<file path="src/sv/ookrl_pkg.sv">
// Shared types and constants for the OOK run-length symbol decoder.
package ookrl_pkg;

   // Configuration register indexes
   localparam logic [2:0] RegNoiseLowLimit     = 3'd0;
   localparam logic [2:0] RegHeaderLowThresh   = 3'd1;
   localparam logic [2:0] RegDoubleHighThresh  = 3'd2;
   localparam logic [2:0] RegDoubleLowThresh   = 3'd3;
   localparam logic [2:0] RegSymbolsPerFrame   = 3'd4;

   // Configuration reset values
   localparam logic [7:0] NoiseLowLimitReset    = 8'd5;
   localparam logic [7:0] HeaderLowThreshReset  = 8'd20;
   localparam logic [7:0] DoubleHighThreshReset = 8'd12;
   localparam logic [7:0] DoubleLowThreshReset  = 8'd12;
   localparam logic [9:0] SymbolsPerFrameReset  = 10'd128;

   // Result kinds
   localparam logic KindSymbol  = 1'b0;
   localparam logic KindFailure = 1'b1;

   localparam logic [7:0] RunMax = 8'hFF;

   // Most results one sample can cause
   localparam int MaxResults = 3;

   typedef struct packed {
      logic       kind;
      logic       symbol;
      logic [9:0] symbol_index;
      logic       frame_done;
   } rsp_rec_type;

endpackage

</file>
<file path="src/sv/ook_run_length_symbol_decoder.sv">
// OOK run-length symbol decoder: light samples in, decoded symbols out.
//
//   channel | dir | handshake             | payload
//   req     | in  | req_tvalid/req_tready | tdata: sample; tuser: first_sample;
//           |     |                       | tlast: last_sample
//   rsp     | out | rsp_tvalid/rsp_tready | tdata: symbol, symbol_index, frame_done;
//           |     |                       | tuser: kind; tlast: run_end
//   csr     | in  | csr_valid/csr_ready   | csr_index, csr_data
//
// A sample is decoded in the cycle it is transferred; its results (zero to three)
// are held in a result buffer and leave one per cycle while rsp_tready is high, so
// a sample causing at most one result sustains one sample per cycle when the
// output does not stall. The next sample is taken in the cycle the final
// result of the buffer transfers. Reset is synchronous and clears decoder state,
// the buffer and the registers to their defaults. csr_ready is always high.
module ook_run_length_symbol_decoder
   import ookrl_pkg::*;
(
   input  logic        clock,
   input  logic        reset,
   input  logic        req_tvalid,
   output logic        req_tready,
   input  logic [7:0]  req_tdata,   // [0] sample, [7:1] zero
   input  logic        req_tuser,   // [0] first_sample
   input  logic        req_tlast,   // last_sample
   output logic        rsp_tvalid,
   input  logic        rsp_tready,
   output logic [15:0] rsp_tdata,   // [0] symbol, [10:1] symbol_index, [11] frame_done,
                                    // [15:12] zero
   output logic        rsp_tuser,   // [0] kind
   output logic        rsp_tlast,   // run_end
   input  logic        csr_valid,
   output logic        csr_ready,
   input  logic [2:0]  csr_index,
   input  logic [9:0]  csr_data
);

   // configuration
   logic [7:0] noise_ff, header_ff, dbl_high_ff, dbl_low_ff;
   logic [9:0] spf_ff;

   // decoder state
   logic [7:0] high_run_ff, high_run_in;
   logic [7:0] low_run_ff, low_run_in;
   logic [9:0] count_ff, count_in;
   logic       started_ff, started_in;
   logic       expect_ff, expect_in;
   logic       fin_ff, fin_in;

   // result buffer
   rsp_rec_type rec_ff [MaxResults];
   rsp_rec_type rec_in [MaxResults];
   logic [1:0]  total_ff, total_in;
   logic [1:0]  pos_ff;
   rsp_rec_type cur_rec;

   logic req_xfer, rsp_xfer, last_xfer;

   assign csr_ready = 1'b1;

   assign rsp_tvalid = (total_ff != 2'd0);
   assign rsp_tlast  = (pos_ff == total_ff - 2'd1);
   assign rsp_xfer   = rsp_tvalid && rsp_tready;
   assign last_xfer  = rsp_xfer && rsp_tlast;
   assign req_tready = !rsp_tvalid || last_xfer;
   assign req_xfer   = req_tvalid && req_tready;

   always_comb begin
      unique case (pos_ff)
         2'd0:    cur_rec = rec_ff[0];
         2'd1:    cur_rec = rec_ff[1];
         2'd2:    cur_rec = rec_ff[2];
         default: cur_rec = rec_ff[0];
      endcase
   end

   assign rsp_tuser = cur_rec.kind;
   assign rsp_tdata = {4'b0, cur_rec.frame_done, cur_rec.symbol_index, cur_rec.symbol};

   // decode one sample against the current state
   always_comb begin
      logic [9:0]  len;
      logic [9:0]  base;
      logic [10:0] base_p1;
      logic [1:0]  nsym;
      logic        symv;
      logic        fail;
      logic [10:0] idx_k;

      len  = (spf_ff == 10'd0) ? 10'd1 : spf_ff;
      nsym = 2'd0;
      symv = 1'b0;
      fail = 1'b0;

      high_run_in = req_tuser ? 8'd0  : high_run_ff;
      low_run_in  = req_tuser ? 8'd0  : low_run_ff;
      count_in    = req_tuser ? 10'd0 : count_ff;
      started_in  = req_tuser ? 1'b0  : started_ff;
      expect_in   = req_tuser ? 1'b0  : expect_ff;
      fin_in      = req_tuser ? 1'b0  : fin_ff;

      base    = count_in;
      base_p1 = {1'b0, base} + 11'd1;

      if (!fin_in) begin
         if (req_tdata[0]) begin
            if (high_run_in != RunMax) high_run_in = high_run_in + 8'd1;
         end else begin
            if (low_run_in != RunMax) low_run_in = low_run_in + 8'd1;
         end

         if (high_run_in != 8'd0 && low_run_in != 8'd0) begin
            if (!started_in) begin
               if (low_run_in <= noise_ff) begin
                  // drop the spike, keep counting the low run
                  high_run_in = 8'd0;
               end else begin
                  started_in = 1'b1;
                  if (low_run_in >= header_ff) nsym = 2'd1;
                  low_run_in = 8'd0;
                  expect_in  = 1'b1;
               end
            end else if (base < len) begin
               if (expect_in) begin
                  symv = 1'b1;
                  nsym = (high_run_in >= dbl_high_ff && base_p1 < {1'b0, len}) ? 2'd2 : 2'd1;
                  high_run_in = 8'd0;
                  expect_in   = 1'b0;
               end else begin
                  symv = 1'b0;
                  nsym = (low_run_in >= dbl_low_ff && base_p1 < {1'b0, len}) ? 2'd2 : 2'd1;
                  low_run_in = 8'd0;
                  expect_in  = 1'b1;
               end
            end
         end

         count_in = base + {8'b0, nsym};

         priority if (started_in && count_in >= len) begin
            fin_in = 1'b1;
         end else if (req_tlast) begin
            fail   = 1'b1;
            fin_in = 1'b1;
         end else begin
            fail = 1'b0;
         end
      end

      total_in = nsym + {1'b0, fail};

      for (int k = 0; k < MaxResults; k++) begin
         idx_k = {1'b0, base} + 11'(k);
         if (2'(k) < nsym) begin
            rec_in[k].kind         = KindSymbol;
            rec_in[k].symbol       = symv;
            rec_in[k].symbol_index = idx_k[9:0];
            rec_in[k].frame_done   = (idx_k + 11'd1 >= {1'b0, len});
         end else begin
            rec_in[k].kind         = KindFailure;
            rec_in[k].symbol       = 1'b0;
            rec_in[k].symbol_index = count_in;
            rec_in[k].frame_done   = 1'b0;
         end
      end
   end

   always_ff @(posedge clock) begin
      if (reset) begin
         noise_ff    <= NoiseLowLimitReset;
         header_ff   <= HeaderLowThreshReset;
         dbl_high_ff <= DoubleHighThreshReset;
         dbl_low_ff  <= DoubleLowThreshReset;
         spf_ff      <= SymbolsPerFrameReset;
      end else if (csr_valid && csr_ready) begin
         unique case (csr_index)
            RegNoiseLowLimit:    noise_ff    <= csr_data[7:0];
            RegHeaderLowThresh:  header_ff   <= csr_data[7:0];
            RegDoubleHighThresh: dbl_high_ff <= csr_data[7:0];
            RegDoubleLowThresh:  dbl_low_ff  <= csr_data[7:0];
            RegSymbolsPerFrame:  spf_ff      <= csr_data;
            default: ;
         endcase
      end
   end

   always_ff @(posedge clock) begin
      if (reset) begin
         high_run_ff <= 8'd0;
         low_run_ff  <= 8'd0;
         count_ff    <= 10'd0;
         started_ff  <= 1'b0;
         expect_ff   <= 1'b0;
         fin_ff      <= 1'b0;
      end else if (req_xfer) begin
         high_run_ff <= high_run_in;
         low_run_ff  <= low_run_in;
         count_ff    <= count_in;
         started_ff  <= started_in;
         expect_ff   <= expect_in;
         fin_ff      <= fin_in;
      end
   end

   always_ff @(posedge clock) begin
      if (reset) begin
         total_ff <= 2'd0;
         pos_ff   <= 2'd0;
      end else if (req_xfer) begin
         // load results of the new sample; none leaves the buffer empty
         total_ff <= total_in;
         pos_ff   <= 2'd0;
      end else if (last_xfer) begin
         total_ff <= 2'd0;
         pos_ff   <= 2'd0;
      end else if (rsp_xfer) begin
         pos_ff <= pos_ff + 2'd1;
      end
   end

   always_ff @(posedge clock) begin
      if (req_xfer) begin
         for (int k = 0; k < MaxResults; k++) begin
            rec_ff[k] <= rec_in[k];
         end
      end
   end

   a_pos_in_range: assert property (@(posedge clock) disable iff (reset)
      rsp_tvalid |-> pos_ff < total_ff)
      else $error("result pointer beyond buffered count");

   a_no_overrun: assert property (@(posedge clock) disable iff (reset)
      (req_xfer && rsp_tvalid) |-> last_xfer)
      else $error("sample taken while results still pending");

   a_failure_last: assert property (@(posedge clock) disable iff (reset)
      (rsp_tvalid && rsp_tuser == KindFailure) |-> rsp_tlast)
      else $error("failure result not last of its sample");

   a_done_finishes: assert property (@(posedge clock) disable iff (reset)
      (rsp_tvalid && rsp_tuser == KindSymbol && rsp_tdata[11]) |-> (fin_ff && rsp_tlast))
      else $error("frame completed without finishing decoder");

endmodule
</file>
<file path="config.mk">
export PLATFORM = sky130hd
export DESIGN_NAME = ook_run_length_symbol_decoder
export DESIGN_NICKNAME = d
export VERILOG_FILES = /design/src/sv/ookrl_pkg.sv /design/src/sv/ook_run_length_symbol_decoder.sv
export SDC_FILE = /design/constraint.sdc
export NUM_CORES = 1
export LEC_CHECK = 0
export BUFFER_PORTS_ARGS = -buffer_cell sky130_fd_sc_hd__buf_2
export CAP_MARGIN = 15
export CELL_PAD_IN_SITES_DETAIL_PLACEMENT = 0
export CELL_PAD_IN_SITES_GLOBAL_PLACEMENT = 1
export CORE_MARGIN = 1
export CORE_UTILIZATION = 49
export DETAILED_ROUTE_END_ITERATION = 8
export HOLD_SLACK_MARGIN = 0.06
export PLACE_DENSITY = 0.89
export SETUP_SLACK_MARGIN = 0.05
export SLEW_MARGIN = 15
export SYNTH_ARGS = -nofsm -noshare
export SYNTH_HDL_FRONTEND = slang
export SYNTH_SLANG_ARGS = --single-unit
export TNS_END_PERCENT = 1
</file>
<file path="constraint.sdc">
create_clock -name clock -period 17 [get_ports clock]
set_clock_uncertainty 0.1 [all_clocks]
set_input_delay 0 -clock clock [delete_from_list [all_inputs] [get_ports clock]]
set_output_delay 0 -clock clock [all_outputs]
set_load 0.1 [all_outputs]
</file>
==> Yosys cells after proc, flatten, opt, wreduce, memory -nomap -nowiden <==
Memory sizes are Yosys's and may differ from the RTL's.
Cells that the tools add are included.
{ "totals": {"reg_bits": 75, "ramBits": 39, "inputBits": 28, "output_inout_bits": 21, "elab_cells": 132, "mem_count": 1} }
{ "classes": {"add_sub_neg": 10, "order_cmp": 13, "n_eq_ne": 9, "muxes": 65, "n_reduce_logical": 21} }
{ "mem_list": {"columns": ["memory", "depth", "word_bits", "read_ports", "rd_clocked_by_memory_dff", "write_ports", "line", "source"], "rows": [
  ["rec_ff", 3, 13, 3, 0, 3, "ook_run_length_symbol_decoder.sv:51", "rsp_rec_type rec_ff [MaxResults];"]
]} }
{ "op_table": {"columns": ["operator", "n"], "rows": [
  ["8-bit two-way mux", 20],
  ["13-bit two-way mux", 3],
  ["11-bit by 10-bit greater-or-equal comparator with 1-bit output", 3],
  ["10-bit two-way mux", 3],
  ["1-bit two-way mux", 28],
  ["13-bit case mux with 2 select lines", 1],
  ["8-bit greater-or-equal comparator", 3],
  ["11-bit by 1-bit adder with 11-bit output, second input constant", 2],
  ["2-bit two-way mux", 10],
  ["8-bit by 1-bit adder with 8-bit output, second input constant", 2],
  ["8-bit inequality test, second input constant", 2],
  ["8-bit nonzero test", 2],
  ["10-bit by 1-bit adder with 11-bit output, second input constant", 1],
  ["10-bit by 2-bit adder with 11-bit output, second input constant", 1],
  ["11-bit by 10-bit < comparator with 1-bit output", 1],
  ["10-bit by 2-bit adder with 10-bit output", 1],
  ["10-bit greater-or-equal comparator", 1],
  ["10-bit logical NOT", 1],
  ["10-bit < comparator", 1],
  ["2-bit AND reduction", 5],
  ["8-bit less-or-equal comparator", 1],
  ["1-bit logical AND", 7],
  ["3-bit by 2-bit == test with 1-bit output, second input constant", 2],
  ["1-bit by 2-bit < comparator with 1-bit output, first input constant", 2],
  ["other kinds (14)", 15]
]} }

==> Depth between registers and ports, before layout <==
{ "logic_depth": {"word_depth": 20, "ltp_mapped": 39, "mapped_depth_nobuf": 33} }

==> Worst setup path after synthesis <==
Ideal clock, no wire load.
{ "synth_timing": {"path_kind": "input-to-reg", "from": "input port req_tuser", "to": "register total_ff[0]", "setup_ps": 132, "arrival_ps": 6117, "required_ps": 16768, "path_slack_ps": 10651, "cell_stages": 33, "n_path_buf": 6, "cell_sequence": "buf_2 buf_2 clkbuf_1 clkbuf_1 clkbuf_1 clkbuf_1 nand2b_1 inv_1 ha_1 nand3_1 xor2_1 nor2_1 ha_1 a211oi_1 o211ai_1 o221ai_1 and3_1 nor4b_1 nand4_1 fa_1 nor3_1 xor2_1 ha_1 o2111ai_1 nand2_1 a21oi_1 o21ai_0 a31oi_1 o31ai_1 nor2_1 ha_1 nand2_1 a21oi_1"} }
{ "synth_via": {"elab_chain_len": 20} }
{ "synth_rtl": {"columns": ["item", "line", "source"], "rows": [
  ["start: declaration", "ook_run_length_symbol_decoder.sv:24", "input logic req_tuser,"],
  ["8-bit two-way mux (on tied branches)", "ook_run_length_symbol_decoder.sv:96, ook_run_length_symbol_decoder.sv:95", null],
  ["8-bit by 1-bit adder with 8-bit output, or another cell as far along", "ook_run_length_symbol_decoder.sv:109", "if (low_run_in != RunMax) low_run_in = low_run_in + 8'd1;"],
  ["8-bit two-way mux (on tied branches)", "ook_run_length_symbol_decoder.sv:109, ook_run_length_symbol_decoder.sv:107", null],
  ["8-bit two-way mux", "ook_run_length_symbol_decoder.sv:106", "if (req_tdata[0]) begin"],
  ["8-bit two-way mux", "ook_run_length_symbol_decoder.sv:105", "if (!fin_in) begin"],
  ["8-bit greater-or-equal comparator (on tied branches)", "ook_run_length_symbol_decoder.sv:131, ook_run_length_symbol_decoder.sv:126", null],
  ["1-bit logical AND (on tied branches)", "ook_run_length_symbol_decoder.sv:131, ook_run_length_symbol_decoder.sv:126", null],
  ["2-bit two-way mux (on tied branches)", "ook_run_length_symbol_decoder.sv:131, ook_run_length_symbol_decoder.sv:126", null],
  ["[4 not listed]", null, null],
  ["2-bit two-way mux", "ook_run_length_symbol_decoder.sv:105", null],
  ["10-bit by 2-bit adder with 10-bit output", "ook_run_length_symbol_decoder.sv:138", "count_in = base + {8'b0, nsym};"],
  ["10-bit greater-or-equal comparator", "ook_run_length_symbol_decoder.sv:140", "priority if (started_in && count_in >= len) begin"],
  ["1-bit logical AND", "ook_run_length_symbol_decoder.sv:140", null],
  ["1-bit two-way mux", "ook_run_length_symbol_decoder.sv:140", null],
  ["1-bit two-way mux", "ook_run_length_symbol_decoder.sv:105", null],
  ["2-bit by 1-bit adder with 2-bit output *", "ook_run_length_symbol_decoder.sv:150", "total_in = nsym + {1'b0, fail};"],
  ["2-bit two-way mux *", "ook_run_length_symbol_decoder.sv:209", "end else if (req_xfer) begin"],
  ["end signal: assignment", "ook_run_length_symbol_decoder.sv:211", "total_ff <= total_in;"],
  ["end: declaration", "ook_run_length_symbol_decoder.sv:53", "logic [1:0] total_ff, total_in;"]
]} }
Every way passes the cells marked *; elsewhere a longest branch is shown, timed or not. The select of a mux whose other input is x is not followed.
A chain may end at the register's enable or synchronous reset.

==> Worst setup path after layout <==
{ "layout_timing": {"from": "register low_run_ff[0]", "to": "register total_ff[1]"} }
{ "layout_via": {"elab_chain_len": 20} }
{ "layout_rtl": {"columns": ["item", "line", "source"], "rows": [
  ["start: declaration", "ook_run_length_symbol_decoder.sv:44", "logic [7:0] low_run_ff, low_run_in;"],
  ["start signal: assignment", "ook_run_length_symbol_decoder.sv:197", "low_run_ff <= low_run_in;"],
  ["8-bit two-way mux *", "ook_run_length_symbol_decoder.sv:96", "low_run_in = req_tuser ? 8'd0 : low_run_ff;"],
  ["8-bit by 1-bit adder with 8-bit output / 8-bit inequality test (equally long branches)", "ook_run_length_symbol_decoder.sv:109", null],
  ["8-bit two-way mux", "ook_run_length_symbol_decoder.sv:109", null],
  ["8-bit two-way mux *", "ook_run_length_symbol_decoder.sv:106", null],
  ["8-bit two-way mux *", "ook_run_length_symbol_decoder.sv:105", null],
  ["8-bit greater-or-equal comparator", "ook_run_length_symbol_decoder.sv:131", "nsym = (low_run_in >= dbl_low_ff && base_p1 < {1'b0, len}) ? 2'd2 : 2'd1;"],
  ["1-bit logical AND", "ook_run_length_symbol_decoder.sv:131", null],
  ["2-bit two-way mux", "ook_run_length_symbol_decoder.sv:131", null],
  ["[4 not listed]", null, null],
  ["2-bit two-way mux", "ook_run_length_symbol_decoder.sv:105", null],
  ["10-bit by 2-bit adder with 10-bit output", "ook_run_length_symbol_decoder.sv:138", null],
  ["10-bit greater-or-equal comparator", "ook_run_length_symbol_decoder.sv:140", null],
  ["1-bit logical AND", "ook_run_length_symbol_decoder.sv:140", null],
  ["1-bit two-way mux", "ook_run_length_symbol_decoder.sv:140", null],
  ["1-bit two-way mux", "ook_run_length_symbol_decoder.sv:105", null],
  ["2-bit by 1-bit adder with 2-bit output *", "ook_run_length_symbol_decoder.sv:150", null],
  ["2-bit two-way mux *", "ook_run_length_symbol_decoder.sv:209", null]
]} }
Marks and branches as above.

==> flow_summary.ini <==
[run_status]
outcome = finished clean

[clocking]
htree_levels = 4
clockBufferDepth = 2
cts_made_buffers = 17
clock_latency_ps = 410
clkTransAtPathRegs_ps = 60
clock-sinks = 114
cts_tree = yes
cts_setup_buffers = 0
cts-root-buf = clkbuf_16

[synthesis]
synth_top_cell_area_share_pct = 19.3
synth-edff-count = 39
yosysTopAreaCell = dfxtp_1
async_reset_ff_share_pct = 0
yosys-top-cells-count = 125 x nand2_1, 83 x ha_1, 75 x dfxtp_1
yosys.cell_count.top_type = nand2_1
synthCells = 904
ys_types = 75
synth_area_um2 = 7780
ys_ff_latch = 114
postSynthAreaPerCell_um2 = 8.61
synth_warnings = 0
synth_ff_type = dfxtp_1
yosysSeqAreaShare_pct = 34.3
synth_area_leaders = dfxtp_1 19%, edfxtp_1 15%, ha_1 13%

[final_layout]
area_growth_pct = 13.4
n_antenna_cell = 0
multiInputGateArea_um2 = 4630
seqCellArea_um2 = 2670
nNetsFinal = 1053
final_layout_size_suffix_gt1_share_pct = 9.85
fin_cells = 1165
nFillCells = 1443

[power_and_ir_drop]
pwr-share-seq_pct = 39.8
intPower_w = 0.000548
switching_share_pct = 26.8
powerDensity_nw_per_um2 = 84.9
p_sw_w = 0.000201
pwr-share-clk_pct = 48.0
p_comb_share_pct = 12.1
p_leak_nw = 3.78
ir_drop_v = 0.0000600

[grt]
grt_first_pass_wirelength_mm = 30.0
track_usage_pct = 23.2
grt_pass1_vias = 5922
grt_max_degree = 65
overflow = 0
antenna_found_initial = 0

[sta]
tightest_slew_ps = 1020
setup_tns_ps = 0
setup_viol = 0
fmax_mhz = 138
post-route-min-period_ps = 7230
relSlewSlack_pct = 32.2
rsz0062_at_grt = false
finalHoldViolCount = 0
hold_ws_ps = 73.5
setup_slack_ps = 9770
slew_viol_final = 0
fin_crit_sh_pct = 42.5

[setup_path]
cp_top_family = compound AO/OA/AOI/OAI gates
required_ps = 17200
end_kind = register
worst-path-buf-inv = 1
crit_type = register to register
worstPathArrival_ps = 7440
crit_top_cell = ha_1
cp_max_fo = 7
cp_slowest_cell = a21oi_1
max_stage_delay_ps = 500
start_kind = register

[floorplanning]
io_pins = 49
start_util_pct = 50.6
die_area_um2 = 16400
die_h_um = 128
die_w_um = 128
core_um2 = 15400
rows = 45

[route]
dr.pass1.iters = 5
drt_iter0_drc = 445
drc = 0
routedWlPerCell_um = 15.5
viasPerCell = 5.50
drtAntennaViolNets = 0
via_count = 6405
routed_wl_mm = 18.0

[hold_path]
hold_path_class = input port to register

[placement]
preCtsSetupSlack_ps = 9780
dp.cells = 1114
portBuffers = 36
gp_congestion = 0.860
dp_hpwl_mm = 12.8

[job]
cap_violations = 0
-- placed cells by master (no fill, tap or decap), types with 6 or more instances in the layout --
master | synthesis | routed
nand3b_1 | 8 | 8
nand2b_1 | 16 | 16
a21oi_1 | 62 | 62
o21a_1 | 6 | 6
o21ai_0 | 34 | 33
nor2b_1 | 23 | 23
a22o_1 | 13 | 13
ha_1 | 83 | 83
mux2_2 | 6 | 6
nand2_1 | 125 | 125
buf_2 | 6 | 36
edfxtp_1 | 39 | 39
xnor2_1 | 18 | 18
mux2_4 | 6 | 6
nand3_1 | 15 | 15
a22oi_1 | 13 | 13
inv_1 | 72 | 71
dlygate4sd3_1 | 0 | 19
conb_1 | 2 | 8
nand4_1 | 10 | 10
mux2i_1 | 23 | 23
nor2_1 | 58 | 58
clkbuf_16 | 0 | 17
xor2_1 | 14 | 14
and3_1 | 6 | 6
dfxtp_1 | 75 | 75
nor3_1 | 17 | 17
a21o_1 | 11 | 11
a211oi_1 | 17 | 17
-- metrics by stage --
step                util, %  instance area, um^2  power, W
detailed placement     52.3                 8050  0.000392
finish                 57.4                 8830  0.000749
floorplan                 -                 7810  0.000372
global placement       52.3                 8050  0.000391
global route           57.4                 8830  0.000775
CTS                    57.4                 8830  0.000754
-- power groups by stage --
| stage | registers (W) | clock network (W) | logic, W |
|---|---|---|---|
| 6_report | 0.000298 | 0.000360 | 0.0000910 |
| 5_1_grt | 0.000299 | 0.000376 | 0.0000999 |
| 4_1_cts | 0.000298 | 0.000365 | 0.0000911 |
| 3_5_place_dp | 0.000304 | 0 | 0.0000876 |
| 3_3_place_gp | 0.000304 | 0 | 0.0000870 |
| 2_1_floorplan | 0.000302 | 0 | 0.0000705 |
-- flip-flops by register name, summed over array words and instances, names as in the netlist, 2 cells and up --
name,cells
header_ff,8
rec_ff,39
high_run_ff,8
dbl_high_ff,8
low_run_ff,8
dbl_low_ff,8
total_ff,2
spf_ff,10
count_ff,10
pos_ff,2
noise_ff,8
-- cell type report --
cell class                 count  share of cell area (%)
tap                          211                    2.99
multi-input combinational    677                    52.4
inverter                      72                    3.06
timing repair buffer          59                    4.54
clock buffer                  18                    4.86
sequential                   114                    30.3
clock inverter                14                    1.84
-- path summary, 6_finish.rpt --
kind	startpoint	end	cells past startpoint	slack (ps)
max	low_run_ff[0]	total_ff[1]	30	9770
max reg2reg	low_run_ff[0]	total_ff[1]	30	9770
min	csr_valid	spf_ff[4]	4	70
min reg2reg	spf_ff[4]	spf_ff[4]	2	350
-- repair_timing --
item                                   CTS  global route
gates resized for setup                  0             0
setup endpoints to repair                0             0
endpoints found under the hold margin   51             0
hold buffers                            19             0
-- routing by layer --
metal,global-route usage (%),up-vias,share of wire (%)
met5,0,-,0
met4,6.92,0,1.1
met2,35.0,163,43
li1,-,3270,-
met1,33.9,2956,51
met3,3.88,16,4.3
-- cell families (layout without fill, tap and decap cells) --
kind of cell | Yosys count | in the layout | synth area share [%]
AND/OR/NAND/NOR | 315 | 315 | 19.8
AO/OA/AOI/OAI | 203 | 203 | 17.1
buffers and inverters | 119 | 163 | 6.49
flip-flops | 114 | 114 | 34.3
adder cells (fa/ha/maj) | 84 | 84 | 13.6
multiplexers | 35 | 35 | 4.98
XOR/XNOR | 32 | 32 | 3.60
other | 2 | 8 | 0.0965
-- worst min-delay path, cell delays in order --
cell	delay (ps)
buf_2	110
and3_1	270
nand2_1	110
a21oi_1	50
No activity file was read; power rests on OpenSTA's default activity.
